**src/rtl/core/mdwd_ram.sv**
```systemverilog
// ----------------------------------------------------------------------------
// mdwd_ram
// Generic single write port, single read port RAM with registered read data.
// ----------------------------------------------------------------------------
module mdwd_ram #(
  parameter int unsigned WIDTH = 8,
  parameter int unsigned DEPTH = 256,
  localparam int unsigned AW = (DEPTH > 1) ? $clog2(DEPTH) : 1
) (
  input  logic             clk_i,
  input  logic             we_i,
  input  logic [AW-1:0]    waddr_i,
  input  logic [WIDTH-1:0] wdata_i,
  input  logic [AW-1:0]    raddr_i,
  output logic [WIDTH-1:0] rdata_o
);

  logic [WIDTH-1:0] mem [DEPTH];

  always_ff @(posedge clk_i) begin
    if (we_i) begin
      mem[waddr_i] <= wdata_i;
    end
    rdata_o <= mem[raddr_i];
  end

endmodule

```
**config.mk**
```make
export PLATFORM = sky130hd
export DESIGN_NAME = mdwd_ram
export DESIGN_NICKNAME = d
export VERILOG_FILES = /design/src/rtl/core/mdwd_ram.sv
export SDC_FILE = /design/constraint.sdc
export NUM_CORES = 2
export LEC_CHECK = 0
export BUFFER_PORTS_ARGS = -buffer_cell sky130_fd_sc_hd__buf_4
export CORE_ASPECT_RATIO = 1.1
export CORE_MARGIN = 5
export CORE_UTILIZATION = 40
export CTS_CLUSTER_DIAMETER = 150
export CTS_CLUSTER_SIZE = 14
export DETAILED_ROUTE_END_ITERATION = 8
export PLACE_DENSITY = 0.63
export SYNTH_ARGS = -nofsm -noshare
export SYNTH_HDL_FRONTEND = slang
export SYNTH_SLANG_ARGS = --single-unit
```
**constraint.sdc**
```tcl
create_clock -name clk_i -period 4.7 [get_ports clk_i]
set_clock_uncertainty 0.15 [all_clocks]
set_input_delay 0.94 -clock clk_i [delete_from_list [all_inputs] [get_ports clk_i]]
set_output_delay 0.94 -clock clk_i [all_outputs]
set_load 0.05 [all_outputs]
```
* Word level (Yosys, flattened, before mapping)
Memories as Yosys holds them, arrays and structs flattened. A register that Yosys moved wholly into a read port is not among the register bits. Index checks and enable logic that the tools add are counted.
Storage, ports and cells: logic and storage cells 3, register bits 0, input bits 26, memories kept 1, output and inout bits 8, RAM bits 2048
Operators by class: multiplexer cells 2
Memory list:
- mem | words 256, width 8, rd ports 1, clocked after Yosys merged registers in 1, write ports 1, RTL line 18 | logic [WIDTH-1:0] mem [DEPTH];
Operator list (number):
- 2-to-1 mux 1 bit | 2

* Longest topological paths before layout
depth in word-level cells 2, depth in mapped cells 11, mapped depth without buffers 6

* Worst setup path after synthesis
Ideal clock, no wire load.
path type input-to-reg, start point in raddr_i[0], end point reg rdata_o[2], read port of mem, data required time 4419 ps, arrival time 2747 ps, cell stages on the path 9, setup time 131 ps, setup slack 1672 ps, buffers on the path 4, cell sequence buf_6 buf_12 buf_8 buf_2 mux4_2 a22oi_1 a21oi_1 nor4_1 nor4_2
RTL lines:
- start: declaration | RTL line 14 | input logic [AW-1:0] raddr_i,
- end: declaration | RTL line 15 | output logic [WIDTH-1:0] rdata_o

==> results.json <==
{
  "yosys_warnings": 0,
  "start_kind": "primary input",
  "power_density_nw_per_um2": 391,
  "drv_cap": 0,
  "seq_area_frac_synth": 0.775,
  "drt-pass1-iter-count": 5,
  "gp_congestion": 0.813,
  "pwr-share-comb": 0.055,
  "fin_crit_sh": 0.828,
  "ff2ff_setup_slack_ps": 1400,
  "grt_use_total": 0.185,
  "r2r_cells": 6,
  "ir_drop_mv": 0.484,
  "critPathMaxStageDelay_ps": 1060,
  "ios": 34,
  "remaining_drc_errors": 0,
  "antenna_left": 0,
  "cts_sinks": 2056,
  "initial_utilization": 0.402,
  "numCtsBuffers": 164,
  "synth_area_um2": 79600,
  "clk_pin_slew_worst_paths_ps": 70,
  "drtIter0Drc": 4519,
  "die_w_um": 435,
  "status": "finished, final reports clean",
  "wl_per_cell_um": 29.3,
  "dpl.hpwl_mm": 121,
  "slew_headroom": 0.107,
  "hold_viol_final": 0,
  "synth_edf_count": 2048,
  "wl_mm": 194,
  "final_common_cell": "edfxtp_1",
  "internal-power_mw": 27.3,
  "rsz0062_at_grt": "false",
  "clk_latency_ps": 820,
  "reg2reg_to": "rdata_o[0]$_DFF_P_",
  "cts_tree": "built",
  "routed-via-count": 38600,
  "cts-root-buf": "clkbuf_16",
  "fin_ws_ps": 809,
  "ys_types": 55,
  "seqPwrFrac": 0.582,
  "crit_arrival_ps": 4410,
  "die_h_um": 478,
  "grt_max_degree": 143,
  "utilization": 0.449,
  "power_mw": 34.7,
  "ctsResizeCount": 0,
  "antenna_found_initial": 8,
  "syn_to_final_growth_pct": 11.7,
  "rows": 171,
  "vias_per_cell": 5.81,
  "critPathMaxFanout": 31,
  "grt_pass1_vias": 39200,
  "crit_chain": "buf_8, buf_12, buf_12, mux4_2, nor2b_1, a211oi_1, nor2_1, nor4_1, buf_4, nor4_2",
  "syn_inst": 3733,
  "io_buffers": 33,
  "cp_slowest_cell": "nor4_1",
  "hp-class": "primary input to flip-flop",
  "reg2reg_from": "mem[83][0]$_DFFE_PP_",
  "layout-drive-gt1-share": 0.241,
  "fillers": 16500,
  "ys_ff_latch": 2056,
  "die_area_um2": 208000,
  "grt_overflow": 0,
  "cp_common_cell": "buf_12",
  "critPathKind": "primary input to flip-flop",
  "worst_slew_pin_slew_ps": 1330,
  "switching_share": 0.214,
  "ys.flop_type": "edfxtp_1",
  "hold_path_end": "mem[71][4]$_DFFE_PP_",
  "switching_power_mw": 7.44,
  "avgSynthCellArea_um2": 21.3,
  "place_ws_ps": -71.6,
  "synth_nets": 3759,
  "min_from": "wdata_i[4]",
  "min_delay_path_depth": 1,
  "crit_path_end_kind": "flip-flop",
  "synthArstFlopShare": 0,
  "grt_pass1_wl_mm": 281,
  "critPathRequiredTime_ps": 5220,
  "post_cts_buffers": 0,
  "clock_path_buffers": 3,
  "maxSlewViolCount": 0,
  "hold_buffers": 0,
  "period_minus_slack_ps": 3890,
  "setup-violations-final": 0,
  "htreeDepth": 4,
  "clockPowerShare": 0.362,
  "final_cell_mix": "edfxtp_1 (2048), mux4_2 (454), nor2_1 (279)",
  "p_leak_nw": 27.2,
  "max_freq_mhz": 257,
  "fp.coreArea_um2": 198000,
  "nets": 4013
}
## power groups by stage
| stage | sequential [mW] | combinational (mW) | clock [mW] |
|---|---|---|---|
| 2_1_floorplan | 20.7 | 0.982 | 0 |
| 3_3_place_gp | 20.6 | 1.91 | 0 |
| 3_5_place_dp | 20.6 | 1.94 | 0 |
| 4_1_cts | 20.2 | 1.94 | 12.8 |
| 5_1_grt | 20.2 | 2.03 | 13.5 |
| 6_report | 20.2 | 1.92 | 12.6 |
## through the flow
step	setup TNS (ps)	hold WS (ps)	cells	cell area [um^2]
4_1_cts	0	420	6637	88800
3_5_place_dp	-71.6	939	6416	84300
5_1_grt	0	436	6640	88900
6_report	0	439	6641	88900
3_3_place_gp	-601	920	6413	84300
2_1_floorplan	0	620	3733	79600
## synth_stat cells, types with 24 or more instances
cell type,count,area share
a21oi_1,96,0.0060
a22oi_1,133,0.013
buf_2,31,0.0020
buf_4,27,0.0025
clkbuf_1,111,0.0052
edfxtp_1,2048,0.77
mux2i_1,134,0.017
mux4_2,454,0.13
nand2_1,33,0.0016
nand3_1,34,0.0021
nor2_1,282,0.013
nor2b_1,31,0.0024
nor4_1,24,0.0019
o221ai_1,46,0.0051
o22ai_1,28,0.0022
## worst max-delay path, delay by kind of cell
kind | cells | cell delay, ps
simple gates | 4 | 1350
buf+inv | 4 | 1120
mux | 1 | 530
compound gates | 1 | 370
## registers in the layout, summed over array words and instances, names as in the netlist
name / cells
mem: 2048
rdata_o: 8
## how the worst max path moves through the flow
stage	startpoint	slack, ps	depth (start not counted)	to
final	raddr_i[0]	810	10	rdata_o[0]$_DFF_P_
after global routing	raddr_i[0]	640	11	rdata_o[0]$_DFF_P_
after CTS	raddr_i[0]	800	11	rdata_o[0]$_DFF_P_
after detailed placement	raddr_i[0]	-70	11	rdata_o[0]$_DFF_P_
after global placement	raddr_i[0]	-400	11	rdata_o[2]$_DFF_P_
after floorplan	raddr_i[0]	1670	9	rdata_o[2]$_DFF_P_
## metal layers
| layer | routed length, um | up-vias | share of wire | track usage |
|---|---|---|---|---|
| met4 | 6440 | 4 | 0.033 | 0.0607 |
| met1 | 77600 | 20500 | 0.40 | 0.252 |
| met3 | 14500 | 308 | 0.075 | 0.0315 |
| li1 | - | 16100 | - | - |
| met5 | 27 | - | 0.00014 | 0 |
| met2 | 95900 | 1664 | 0.49 | 0.304 |
## cells by family after synthesis
| family | count (synthesis) | share of synthesized area |
|---|---|---|
| AOI/OAI and AO/OA | 385 | 0.0342 |
| DFF | 2056 | 0.775 |
| and+or+nand+nor | 466 | 0.0263 |
| muxes | 591 | 0.146 |
| buffers and inverters | 235 | 0.0183 |
## area by class of cell
cell class / instances / area [um^2] / area share
multi-input cells: 1442 / 16500 / 0.186
diodes: 4 / 10.0 / 0.000113
well taps: 2595 / 3250 / 0.0365
flip-flops and latches: 2056 / 61700 / 0.694
clock buffers: 207 / 4310 / 0.0485
inverters: 2 / 7.51 / 0.0000845
repair buffers: 321 / 2880 / 0.0324
clock inverters: 14 / 238 / 0.00268
No activity file was read; power rests on OpenSTA's default activity.
